`config.mk`:
```
export PLATFORM = sky130hd
export DESIGN_NAME = route_discovery_table_core
export DESIGN_NICKNAME = d
export VERILOG_FILES = /design/src/design/rdt_pkg.sv /design/src/design/rdt_cell.sv /design/src/design/route_discovery_table_core.sv
export SDC_FILE = /design/constraint.sdc
export NUM_CORES = 1
export LEC_CHECK = 0
export BUFFER_PORTS_ARGS = -buffer_cell sky130_fd_sc_hd__buf_2
export CAP_MARGIN = 20
export CORE_MARGIN = 8
export CORE_UTILIZATION = 61
export DETAILED_ROUTE_END_ITERATION = 10
export PLACE_DENSITY = 0.82
export SLEW_MARGIN = 20
export SYNTH_ARGS = -nofsm -noshare
export SYNTH_HDL_FRONTEND = slang
export SYNTH_SLANG_ARGS = --single-unit
```
`constraint.sdc`:
```
create_clock -name clock -period 9.5 [get_ports clock]
set_input_delay 0.95 -clock clock [delete_from_list [all_inputs] [get_ports clock]]
set_output_delay 0.95 -clock clock [all_outputs]
set_load 0.05 [all_outputs]
```
`src/design/rdt_pkg.sv`:
```
// Types and constants of the route discovery table.
`default_nettype none
package rdt_pkg;

   localparam int RDT_DEPTH = 16;
   localparam int ADDR_W    = 16;
   localparam int ID_W      = 8;
   localparam int COST_W    = 8;
   localparam int TIME_W    = 16;
   localparam int CMD_W     = 2;
   localparam int CSR_IDX_W = 1;
   localparam int CSR_W     = 16;

   localparam logic [COST_W-1:0] RESIDUAL_COST_FIXED = 8'hff;
   localparam logic [TIME_W-1:0] LIFETIME_RESET      = 16'd10000;
   localparam logic [TIME_W-1:0] STEP_RESET          = 16'd1000;

   typedef enum logic [CMD_W-1:0] {
      CMD_CLEAR  = 2'd0,
      CMD_INSERT = 2'd1,
      CMD_LOOKUP = 2'd2,
      CMD_TICK   = 2'd3
   } command_type;

   typedef enum logic [CSR_IDX_W-1:0] {
      CSR_LIFETIME = 1'b0,
      CSR_STEP     = 1'b1
   } csr_index_type;

   typedef enum logic [1:0] {
      CELL_HOLD,
      CELL_SHIFT,
      CELL_SETTLE,
      CELL_CLEAR
   } cell_op_type;

   typedef enum logic [1:0] {
      ST_IDLE,
      ST_ROTATE,
      ST_SETTLE
   } state_type;

   typedef struct packed {
      logic              valid;
      logic [ID_W-1:0]   request;
      logic [ADDR_W-1:0] source;
      logic [ADDR_W-1:0] sender;
      logic [ADDR_W-1:0] target;
      logic [COST_W-1:0] cost;
      logic [TIME_W-1:0] time_left;
   } entry_type;

endpackage
`default_nettype wire

```
`src/design/rdt_cell.sv`:
```
// One table cell: holds one entry and trades it with its neighbors.
`default_nettype none
module rdt_cell (
   input  wire                       clock,
   input  wire                       reset,
   input  wire rdt_pkg::cell_op_type op,
   input  wire                       left_valid,
   input  wire rdt_pkg::entry_type   right_entry,
   output rdt_pkg::entry_type        entry
);
   import rdt_pkg::*;

   entry_type entry_ff;
   entry_type entry_in;

   always_comb begin
      entry_in = entry_ff;
      case (op)
         CELL_SHIFT: begin
            entry_in = right_entry;
         end
         CELL_SETTLE: begin
            // fill a hole from the right; hand own entry to an empty left cell
            if (!entry_ff.valid) begin
               entry_in = right_entry;
            end else if (!left_valid) begin
               entry_in.valid = 1'b0;
            end
         end
         CELL_CLEAR: begin
            entry_in.valid = 1'b0;
         end
         default: begin
            entry_in = entry_ff;
         end
      endcase
      if (reset) begin
         entry_in.valid = 1'b0;
      end
   end

   always_ff @(posedge clock) begin
      entry_ff <= entry_in;
   end

   assign entry = entry_ff;

endmodule
`default_nettype wire

```
`src/design/route_discovery_table_core.sv`:
```
// Top level of the route discovery table: cell chain, head unit and sequencer.
`default_nettype none
// Route discovery table. Entries sit packed, oldest first, in a chain of DEPTH
// cells. A command is accepted when start is high and busy is low; every
// result appears on the rsp_ ports for exactly one cycle with rsp_valid high,
// and the receiver cannot stall it, so take each one when it shows. Clear and
// insert answer in the cycle after acceptance; clear leaves busy low, and
// insert keeps busy high while the new entry drops from the tail cell into
// place (not at all when the table is full). Lookup and tick rotate the
// whole chain once through the head cell, one cell per cycle; lookup then
// answers, while tick reports each freed entry as it passes the head
// (expired high, last low) and afterwards closes the holes it left, one
// position per cycle, before its final transaction with ok and last high.
// Configuration writes take effect at once and belong between commands.
module route_discovery_table_core #(
   parameter int DEPTH = rdt_pkg::RDT_DEPTH
) (
   input  wire                           clock,
   input  wire                           reset,
   // command transaction
   input  wire                           start,
   output logic                          busy,
   input  wire  [rdt_pkg::CMD_W-1:0]     req_command,
   input  wire  [rdt_pkg::ID_W-1:0]      req_request_id,
   input  wire  [rdt_pkg::ADDR_W-1:0]    req_source_addr,
   input  wire  [rdt_pkg::ADDR_W-1:0]    req_prev_hop,
   input  wire  [rdt_pkg::ADDR_W-1:0]    req_destination,
   input  wire  [rdt_pkg::COST_W-1:0]    req_path_cost,
   // result transaction
   output logic                          rsp_valid,
   output logic                          rsp_ok,
   output logic                          rsp_expired,
   output logic [rdt_pkg::ADDR_W-1:0]    rsp_hop_addr,
   output logic [rdt_pkg::ADDR_W-1:0]    rsp_target_addr,
   output logic [rdt_pkg::COST_W-1:0]    rsp_forward_cost,
   output logic [rdt_pkg::COST_W-1:0]    rsp_residual_cost,
   output logic [rdt_pkg::TIME_W-1:0]    rsp_time_left,
   output logic                          rsp_last,
   // configuration writes
   input  wire                           csr_we,
   input  wire  [rdt_pkg::CSR_IDX_W-1:0] csr_addr,
   input  wire  [rdt_pkg::CSR_W-1:0]     csr_wdata
);
   import rdt_pkg::*;

   localparam int CNT_W = (DEPTH > 1) ? $clog2(DEPTH) : 1;

   // configuration
   logic [TIME_W-1:0] lifetime_ff;
   logic [TIME_W-1:0] step_ff;

   // sequencer
   state_type        state_ff, state_in;
   command_type      cmd_ff, cmd_in;
   logic [CNT_W-1:0] count_ff, count_in;
   logic             found_ff, found_in;
   entry_type        hit_ff, hit_in;
   entry_type        pend_ff, pend_in;
   logic [ID_W-1:0]   key_req_ff, key_req_in;
   logic [ADDR_W-1:0] key_src_ff, key_src_in;
   cell_op_type      cell_op;

   // result register
   logic              rsp_valid_ff, rsp_valid_in;
   logic              rsp_ok_ff, rsp_ok_in;
   logic              rsp_expired_ff, rsp_expired_in;
   logic [ADDR_W-1:0] rsp_hop_ff, rsp_hop_in;
   logic [ADDR_W-1:0] rsp_target_ff, rsp_target_in;
   logic [COST_W-1:0] rsp_fcost_ff, rsp_fcost_in;
   logic [COST_W-1:0] rsp_rcost_ff, rsp_rcost_in;
   logic [TIME_W-1:0] rsp_time_ff, rsp_time_in;
   logic              rsp_last_ff, rsp_last_in;

   // chain
   entry_type        cell_entry [DEPTH];
   entry_type        tail_feed;
   entry_type        head, head_next;
   logic             head_free;
   logic             head_match;
   logic [DEPTH-1:0] hole;
   logic             any_hole;
   logic             accept;

   assign accept = start && (state_ff == ST_IDLE);
   assign busy   = (state_ff != ST_IDLE);

   // ---------------------------------------------------------------- cells
   genvar gi;
   generate
      for (gi = 0; gi < DEPTH; gi++) begin : g_cell
         logic      left_valid;
         entry_type right_entry;
         if (gi == 0) begin : g_first
            assign left_valid = 1'b1;
         end else begin : g_inner
            assign left_valid = cell_entry[gi-1].valid;
         end
         if (gi == DEPTH - 1) begin : g_tail
            assign right_entry = tail_feed;
            assign hole[gi]    = 1'b0;
         end else begin : g_body
            assign right_entry = cell_entry[gi+1];
            // an empty cell with a filled one to its right still has to settle
            assign hole[gi]    = !cell_entry[gi].valid && cell_entry[gi+1].valid;
         end
         rdt_cell u_cell (
            .clock       (clock),
            .reset       (reset),
            .op          (cell_op),
            .left_valid  (left_valid),
            .right_entry (right_entry),
            .entry       (cell_entry[gi])
         );
      end
   endgenerate

   assign any_hole = |hole;

   // ---------------------------------------------------------------- head unit
   // The head cell's entry is worked on as it leaves for the tail.
   assign head       = cell_entry[0];
   assign head_free  = head.valid && (head.time_left == '0);
   assign head_match = head.valid && (head.request == key_req_ff)
                       && (head.source == key_src_ff);

   always_comb begin
      head_next = head;
      if (cmd_ff == CMD_TICK) begin
         // drop a spent entry, age the rest with saturation at zero
         head_next.valid     = head.valid && !head_free;
         head_next.time_left = (head.time_left > step_ff) ?
                               (head.time_left - step_ff) : '0;
      end
   end

   // rotate the head back in at the tail; otherwise feed the pending insert
   assign tail_feed = (state_ff == ST_ROTATE) ? head_next : pend_ff;

   // ---------------------------------------------------------------- sequencer
   always_comb begin
      state_in   = state_ff;
      cmd_in     = cmd_ff;
      count_in   = count_ff;
      found_in   = found_ff;
      hit_in     = hit_ff;
      pend_in    = pend_ff;
      key_req_in = key_req_ff;
      key_src_in = key_src_ff;
      cell_op    = CELL_HOLD;

      rsp_valid_in   = 1'b0;
      rsp_ok_in      = 1'b0;
      rsp_expired_in = 1'b0;
      rsp_hop_in     = '0;
      rsp_target_in  = '0;
      rsp_fcost_in   = '0;
      rsp_rcost_in   = '0;
      rsp_time_in    = '0;
      rsp_last_in    = 1'b0;

      case (state_ff)
         ST_IDLE: begin
            if (accept) begin
               cmd_in     = command_type'(req_command);
               key_req_in = req_request_id;
               key_src_in = req_source_addr;
               count_in   = '0;
               found_in   = 1'b0;
               case (command_type'(req_command))
                  CMD_CLEAR: begin
                     cell_op      = CELL_CLEAR;
                     rsp_valid_in = 1'b1;
                     rsp_ok_in    = 1'b1;
                     rsp_last_in  = 1'b1;
                  end
                  CMD_INSERT: begin
                     rsp_valid_in = 1'b1;
                     rsp_last_in  = 1'b1;
                     // table is packed, so a filled tail cell means full
                     if (!cell_entry[DEPTH-1].valid) begin
                        rsp_ok_in         = 1'b1;
                        pend_in.valid     = 1'b1;
                        pend_in.request   = req_request_id;
                        pend_in.source    = req_source_addr;
                        pend_in.sender    = req_prev_hop;
                        pend_in.target    = req_destination;
                        pend_in.cost      = req_path_cost;
                        pend_in.time_left = lifetime_ff;
                        state_in          = ST_SETTLE;
                     end
                  end
                  CMD_LOOKUP: begin
                     state_in = ST_ROTATE;
                  end
                  CMD_TICK: begin
                     state_in = ST_ROTATE;
                  end
                  default: begin
                     state_in = ST_IDLE;
                  end
               endcase
            end
         end

         ST_ROTATE: begin
            cell_op  = CELL_SHIFT;
            count_in = count_ff + CNT_W'(1);
            if (cmd_ff == CMD_LOOKUP && head_match && !found_ff) begin
               found_in = 1'b1;
               hit_in   = head;
            end
            if (cmd_ff == CMD_TICK && head_free) begin
               rsp_valid_in   = 1'b1;
               rsp_expired_in = 1'b1;
               rsp_target_in  = head.target;
            end
            if (count_ff == CNT_W'(DEPTH - 1)) begin
               if (cmd_ff == CMD_LOOKUP) begin
                  rsp_valid_in = 1'b1;
                  rsp_last_in  = 1'b1;
                  if (found_in) begin
                     rsp_ok_in     = 1'b1;
                     rsp_hop_in    = hit_in.sender;
                     rsp_target_in = hit_in.target;
                     rsp_fcost_in  = hit_in.cost;
                     rsp_rcost_in  = RESIDUAL_COST_FIXED;
                     rsp_time_in   = hit_in.time_left;
                  end
                  state_in = ST_IDLE;
               end else begin
                  state_in = ST_SETTLE;
               end
            end
         end

         ST_SETTLE: begin
            cell_op       = CELL_SETTLE;
            pend_in.valid = 1'b0;
            if (!any_hole && !pend_ff.valid) begin
               state_in = ST_IDLE;
               if (cmd_ff == CMD_TICK) begin
                  rsp_valid_in = 1'b1;
                  rsp_ok_in    = 1'b1;
                  rsp_last_in  = 1'b1;
               end
            end
         end

         default: begin
            state_in = ST_IDLE;
         end
      endcase

      // hold off a stale insert after reset
      if (reset) begin
         pend_in.valid = 1'b0;
      end
   end

   always_ff @(posedge clock) begin
      if (reset) begin
         state_ff     <= ST_IDLE;
         rsp_valid_ff <= 1'b0;
         lifetime_ff  <= LIFETIME_RESET;
         step_ff      <= STEP_RESET;
      end else begin
         state_ff     <= state_in;
         rsp_valid_ff <= rsp_valid_in;
         if (csr_we) begin
            case (csr_index_type'(csr_addr))
               CSR_LIFETIME: lifetime_ff <= csr_wdata;
               CSR_STEP:     step_ff     <= csr_wdata;
               default:      lifetime_ff <= lifetime_ff;
            endcase
         end
      end
   end

   always_ff @(posedge clock) begin
      cmd_ff         <= cmd_in;
      count_ff       <= count_in;
      found_ff       <= found_in;
      hit_ff         <= hit_in;
      pend_ff        <= pend_in;
      key_req_ff     <= key_req_in;
      key_src_ff     <= key_src_in;
      rsp_ok_ff      <= rsp_ok_in;
      rsp_expired_ff <= rsp_expired_in;
      rsp_hop_ff     <= rsp_hop_in;
      rsp_target_ff  <= rsp_target_in;
      rsp_fcost_ff   <= rsp_fcost_in;
      rsp_rcost_ff   <= rsp_rcost_in;
      rsp_time_ff    <= rsp_time_in;
      rsp_last_ff    <= rsp_last_in;
   end

   assign rsp_valid         = rsp_valid_ff;
   assign rsp_ok            = rsp_ok_ff;
   assign rsp_expired       = rsp_expired_ff;
   assign rsp_hop_addr      = rsp_hop_ff;
   assign rsp_target_addr   = rsp_target_ff;
   assign rsp_forward_cost  = rsp_fcost_ff;
   assign rsp_residual_cost = rsp_rcost_ff;
   assign rsp_time_left     = rsp_time_ff;
   assign rsp_last          = rsp_last_ff;

endmodule
`default_nettype wire

```
## Word level (Yosys, flattened, before mapping)

Cells that the tools add are included.

- Flip-flop bits (word level): 1566
- Output and inout port bits: 69
- Memory bits (read-only): 0
- Latch bits: 0
- Memories kept: 0
- Bits in writable memories: 0
- Bits of input ports: 87

- Multiply operators: 0
- Muxes and demuxes: 127
- Shift-type cells: 0
- Reduce and logical (&&, ||, !) cells: 79
- Bitwise operators: 2
- Divide/modulo/power cells: 0
- Equality and inequality tests: 36
- Order comparisons: 1
- $add $sub $neg: 2

Operators with widths:

| operator | number |
|---|---|
| case mux 80 bit (2 select lines) | 16 |
| two-way mux 80 bit | 16 |
| two-way mux 81 bit | 4 |
| two-way mux 16 bit | 6 |
| case mux 1 bit (3 select lines) | 19 |
| two-way mux 56 bit | 1 |
| two-way mux 1 bit | 49 |
| AND reduction 2 bit | 20 |
| != test 2 bit, second input constant | 19 |
| logical AND 1 bit | 24 |
| logical NOT 1 bit | 19 |
| == test 16 bit | 1 |
| > comparator 16 bit | 1 |
| logical NOT 16 bit | 1 |
| subtractor 16 bit | 1 |
| OR reduction 15 bit | 1 |
| == test 2 bit, second input constant | 7 |
| two-way mux 2 bit | 7 |
| case mux 2 bit (3 select lines) | 2 |
| AND reduction 4 bit | 3 |
| == test 8 bit | 1 |
| two-way mux 8 bit | 1 |
| case mux 4 bit (2 select lines) | 1 |
| nonzero test 2 bit | 4 |
| other kinds (15) | 23 |

## Depth between registers and ports, before layout

- Depth after elaboration: 11
- Mapped depth: 10

## Hierarchy

Synthesis repeated with hierarchy kept, for this count alone.

- Cells, all modules: 2458
- Area total of the unflattened synthesis: 51051.5 µm²

By module, submodules not included:

| module | seq. area each (µm²) | times used | area an instance (µm²) | cells an instance |
|---|---|---|---|---|
| rdt_cell | 2422.3 | 16 | 2477.4 | 89 |
| route_discovery_table_core | 6936.7 | 1 | 11413.4 | 1034 |

## Worst setup path before layout

Ideal clock, no wire load.

- Kind: reg-to-reg
- Start: register state_ff[0]
- End: register g_cell[0].u_cell.entry_ff (netlist bit g_cell[0].u_cell.entry[0]) (enable)
- Arrival time: 6.534 ns
- Slack: 2.337 ns
- Setup time: 0.629 ns
- Clock period less this slack: 7.163 ns
- Stages on the path, launching flop included: 6
- Path buffers: 3
- Cell sequence: dfxtp_1 > buf_6 > nand2b_1 > clkbuf_1 > clkbuf_1 > o21ai_0

- Word-level cells in the longest chain between the ends: 7
- Elaborated cells on any way between the ends: 11

RTL lines:

| item | line | source |
|---|---|---|
| start, declared | route_discovery_table_core.sv:53 | `state_type state_ff, state_in;` |
| start signal, assigned | route_discovery_table_core.sv:267 | `state_ff <= state_in;` |
| logical NOT 2 bit | route_discovery_table_core.sv:84, route_discovery_table_core.sv:161 |  |
| logical AND 1 bit | route_discovery_table_core.sv:84 | `assign accept = start && (state_ff == ST_IDLE);` |
| two-way mux 2 bit | route_discovery_table_core.sv:163 | `if (accept) begin` |
| case mux 2 bit (3 select lines) (*) | route_discovery_table_core.sv:161 | `case (state_ff)` |
| == test 2 bit / == test 2 x 1 -> 1 bit (equally long branches) | rdt_cell.sv:18 | `case (op)` |
| != test 2 bit (no line) / nonzero test 2 bit (equally long branches) | n/a |  |
| AND reduction 2 bit (no line) (*) | n/a |  |
| end signal, assigned | rdt_cell.sv:43 | `entry_ff <= entry_in;` |
| end, declared | rdt_cell.sv:13 | `entry_type entry_ff;` |

Every way passes the cells marked *; elsewhere a longest branch is shown, timed or not.
A chain may end at the register's enable or synchronous reset.

## Worst setup path in the final report

- Start: register state_ff[1]
- End: register g_cell[10].u_cell.entry_ff (netlist bit g_cell[10].u_cell.entry[67]) (enable)

- Word-level cells in the longest chain between the ends: 7
- Elaborated cells on any way between the ends: 11

RTL lines:

| item | line |
|---|---|
| logical NOT 2 bit | route_discovery_table_core.sv:84, route_discovery_table_core.sv:161 |
| logical AND 1 bit | route_discovery_table_core.sv:84 |
| two-way mux 2 bit | route_discovery_table_core.sv:163 |
| case mux 2 bit (3 select lines) (*) | route_discovery_table_core.sv:161 |
| == test 2 bit / == test 2 x 1 -> 1 bit (equally long branches) | rdt_cell.sv:18 |
| != test 2 bit (no line) / nonzero test 2 bit (equally long branches) | n/a |
| AND reduction 2 bit (no line) (*) | n/a |
| end signal, assigned | rdt_cell.sv:43 |
| end, declared | rdt_cell.sv:13 |

Marks and branches as above.

==> flow_summary_export.csv <==
group,metric,value,unit
critical_path,path_buf_inv,2,
global_route,grt_usage,24.75,%
pwr,p_seq_share,56.8,%
critical_path,reg2reg_from,"state_ff[1]",
global_route,grt-ovfl-total,0,
synthesis,yosysMostFrequentCell,"edfxtp_1",
final_layout,fillers,4554,
timing,whs,0.3905,ns
critical_path,cp-end-kind,"flip-flop",
timing,fin_skew,0.03364,ns
worst_hold_path,hold_start,"req_prev_hop[0]",
critical_path,setup.worst_path.start_class,"flip-flop",
placement,placed_area,0.05304,mm²
die,start_util,61.21,%
pwr,pwr-share-comb,4.2,%
critical_path,crit_path_max_incr_delay,0.93,ns
synthesis,ys_types,65,
route,post_drt_wl_per_cell,30.00,µm
pwr,power.leakage,19.53,nW
clock_tree,post_cts_buffers,0,
clock_tree,cts-buffers-inserted,140,
critical_path,r2r_cells,4,
route,drc,0,
synthesis,synth_top_area_share,85.50,%
die,row_count,106,
pwr,total_power,0.01465,W
clock_tree,cts.path.max_buffers,3,
timing,max_freq,259.6,MHz
global_route,grt_pass1_wl,167.2,mm
clock_tree,cts_tree,"built",
die,num_io_pins,156,
synthesis,synth.cell_area,0.05082,mm²
pwr,net-switching-power,0.003243,W
pwr,p_clk_share,39.0,%
worst_hold_path,whs_path_depth,1,
clock_tree,root_buffer,"clkbuf_16",
critical_path,crit_path_top_delay_cell,"buf_4",
synthesis,synth_seq_cells,1559,
pwr,switching_share,22.15,%
timing,tightest_slew,1.129,ns
synthesis,synth_edf_count,1447,
die,die_w,304.6,µm
placement,dp_hpwl,60.45,mm
clock_tree,hold_buffers,0,
critical_path,cp.required,9.84,ns
route,via_count,23850,
final_layout,syn_to_final_growth,13.51,%
synthesis,yosys.area.top_type,"edfxtp_1",
final_layout,final_layout_size_suffix_gt1_share,16.88,%
clock_tree,clk_transition_reported_paths,0.07,ns
critical_path,worstReg2RegEnd,"g_cell[10].u_cell.entry[67]",
synthesis,ys_warn_count,0,
timing,period_needed,3.853,ns
critical_path,path_cells,"nand2b_4 > buf_4 > o21ai_4 > buf_4",
synthesis,syn_inst,2433,
clock_tree,cts.htree.levels,4,
critical_path,worstSetupPathType,"flip-flop to flip-flop",
final_layout,fin_util,69.48,%
synthesis,synthArstFlopShare,0,%
clock_tree,cts_resized,0,
timing,report.final.setup_viol,0,
synthesis,synthFlopType,"edfxtp_1",
global_route,grt_pass1_vias,24230,
critical_path,critical_path_peak_fanout,62,
global_route,grt_max_degree,86,
synthesis,synth_common_cells,"edfxtp_1, nand2_1, dfxtp_1",
final_layout,design_area,0.05769,mm²
timing,fin_setup_tns,0,ns
timing,slew_headroom,24.75,%
synthesis,synth_area_leaders,"edfxtp_1, dfxtp_1, nand2_1",
worst_hold_path,hold_class,"input pin to flip-flop",
synthesis,ys_seq_area_share,89.91,%
route,routed_wl,116.3,mm
final_layout,final_nets,2791,
route,antenna_left,0,
die,core,0.08302,mm²
timing,period_share,40.55,%
critical_path,cpLargestDelayFamily,"buffers and inverters",
route,dr.pass1.iters,7,
route,viasPerCell,6.150,
die,fp.dieH,304.6,µm
die,dieArea,0.09281,mm²
critical_path,r2r_setup_slack,5.65,ns
worst_hold_path,min_to,"pend_ff[40]",
timing,hold_violations,0,
critical_path,critPathArrivalTime,4.19,ns
job,cap_viol_max_count,0,
status,status,"finished, final reports clean",
synthesis,synth_area_per_cell,20.89,µm²
clock_tree,insertion_delay,0.75,ns
pwr,power_density,253.9,mW/mm²
placement,io_buffers,155,
pwr,ir_worst_vdd,0.0002038,V
timing,rsz0062_at_grt,"no",
route,drtIter0Drc,3244,
timing,drv_slew,0,
pwr,internal-power,0.01140,W
critical_path,crit_path_frequent_cell,"buf_4",
clock_tree,clock-sinks,1559,
synthesis,synth_nets,2538,
global_route,antenna_found_initial,7,
placement,gp_congestion,0.9185,
-- worst max-delay path by stage --
stage / depth (start not counted) / endpoint / start
after detailed placement: 4 / g_cell[1].u_cell.entry[51] / state_ff[1]
after CTS: 6 / rsp_target_addr[5] / state_ff[0]
after global routing: 6 / rsp_target_addr[5] / state_ff[0]
after floorplan: 5 / g_cell[0].u_cell.entry[0] / state_ff[0]
final: 4 / g_cell[10].u_cell.entry[67] / state_ff[1]
after global placement: 4 / g_cell[0].u_cell.entry[33] / state_ff[1]
-- routing by layer --
metal / wire length, µm / up-vias / global-route usage [%]
met5: 0 / - / 0
met4: 4048 / 0 / 8.099
met3: 12790 / 291 / 5.429
met2: 56960 / 1758 / 40.74
met1: 42520 / 11990 / 33.25
li1: - / 9802 / -
-- registers in the layout, indices dropped and copies added, names as in the netlist, 16 cells and up --
signal,cells
step_ff,16
key_src_ff,16
rsp_time_left,16
pend_ff,81
hit_ff,56
g_cell.u_cell.entry,1296
lifetime_ff,16
rsp_hop_addr,16
rsp_target_addr,16
-- kinds of logic (layout without fill, tap and decap cells) --
kind of cell | count (synthesis) | count (layout) | synth area share [%]
buffers and inverters | 97 | 460 | 0.9232
muxes | 57 | 57 | 1.408
DFF | 1559 | 1559 | 89.91
adders and majority gates | 18 | 18 | 0.4579
other | 0 | 1 | 0
and+or+nand+nor | 481 | 481 | 4.387
AOI/OAI and AO/OA | 188 | 188 | 2.344
xor gates and xnor gates | 33 | 33 | 0.5687
-- layout by cell type, fill, tap and decap left out, types with 6 or more instances in the layout --
| cell | Yosys | final |
|---|---|---|
| dfxtp_1 | 112 | 112 |
| o21ai_4 | 0 | 16 |
| nand3b_1 | 13 | 13 |
| nor2_1 | 51 | 50 |
| ha_1 | 17 | 17 |
| clkinvlp_4 | 0 | 7 |
| nor3_1 | 16 | 16 |
| inv_1 | 27 | 26 |
| a21oi_1 | 86 | 86 |
| o21a_1 | 7 | 7 |
| a22o_1 | 16 | 16 |
| clkinv_2 | 0 | 14 |
| buf_2 | 7 | 155 |
| nor4_1 | 13 | 13 |
| a211oi_1 | 9 | 9 |
| xnor2_1 | 31 | 31 |
| mux2_4 | 20 | 20 |
| buf_6 | 3 | 9 |
| a32oi_1 | 9 | 9 |
| buf_4 | 11 | 12 |
| nand4_1 | 13 | 13 |
| clkbuf_16 | 0 | 141 |
| clkbuf_8 | 0 | 8 |
| mux2_2 | 36 | 36 |
| nand2_1 | 274 | 274 |
| inv_6 | 0 | 6 |
| bufinv_16 | 0 | 13 |
| nand2b_1 | 17 | 15 |
| and2_1 | 44 | 44 |
| clkbuf_1 | 45 | 32 |
| o21ai_0 | 33 | 17 |
| nor2b_1 | 11 | 8 |
| clkinv_1 | 0 | 23 |
| edfxtp_1 | 1447 | 1447 |
| nand3_1 | 9 | 9 |
-- area by class of cell --
class / instances / area (µm²) / area share, %
antenna: 1 / 2.502 / 0.004338
clock buffer: 181 / 3759 / 6.516
clock inverter: 71 / 803.3 / 1.393
inverter: 27 / 106.4 / 0.1844
multi-input combinational: 777 / 4872 / 8.446
sequential: 1559 / 45690 / 79.21
tap: 1080 / 1351 / 2.343
timing repair buffer: 181 / 1097 / 1.902
-- metrics by stage --
step | cells | setup WS [ns]
after detailed placement | 3622 | 6.018
after CTS | 3874 | 5.825
after global routing | 3876 | 5.557
after global placement | 3619 | 6.074
final | 3877 | 5.647
after floorplan | 2433 | 2.337
-- power groups by stage --
stage / Combinational (W) / Sequential (W) / Clock, W
after global placement: 0.000542 / 0.00840 / 0
after CTS: 0.000610 / 0.00832 / 0.00576
final: 0.000622 / 0.00831 / 0.00571
after floorplan: 0.000342 / 0.00842 / 0
after global routing: 0.000650 / 0.00834 / 0.00601
after detailed placement: 0.000584 / 0.00842 / 0
Power figures use the tool's default switching activity.
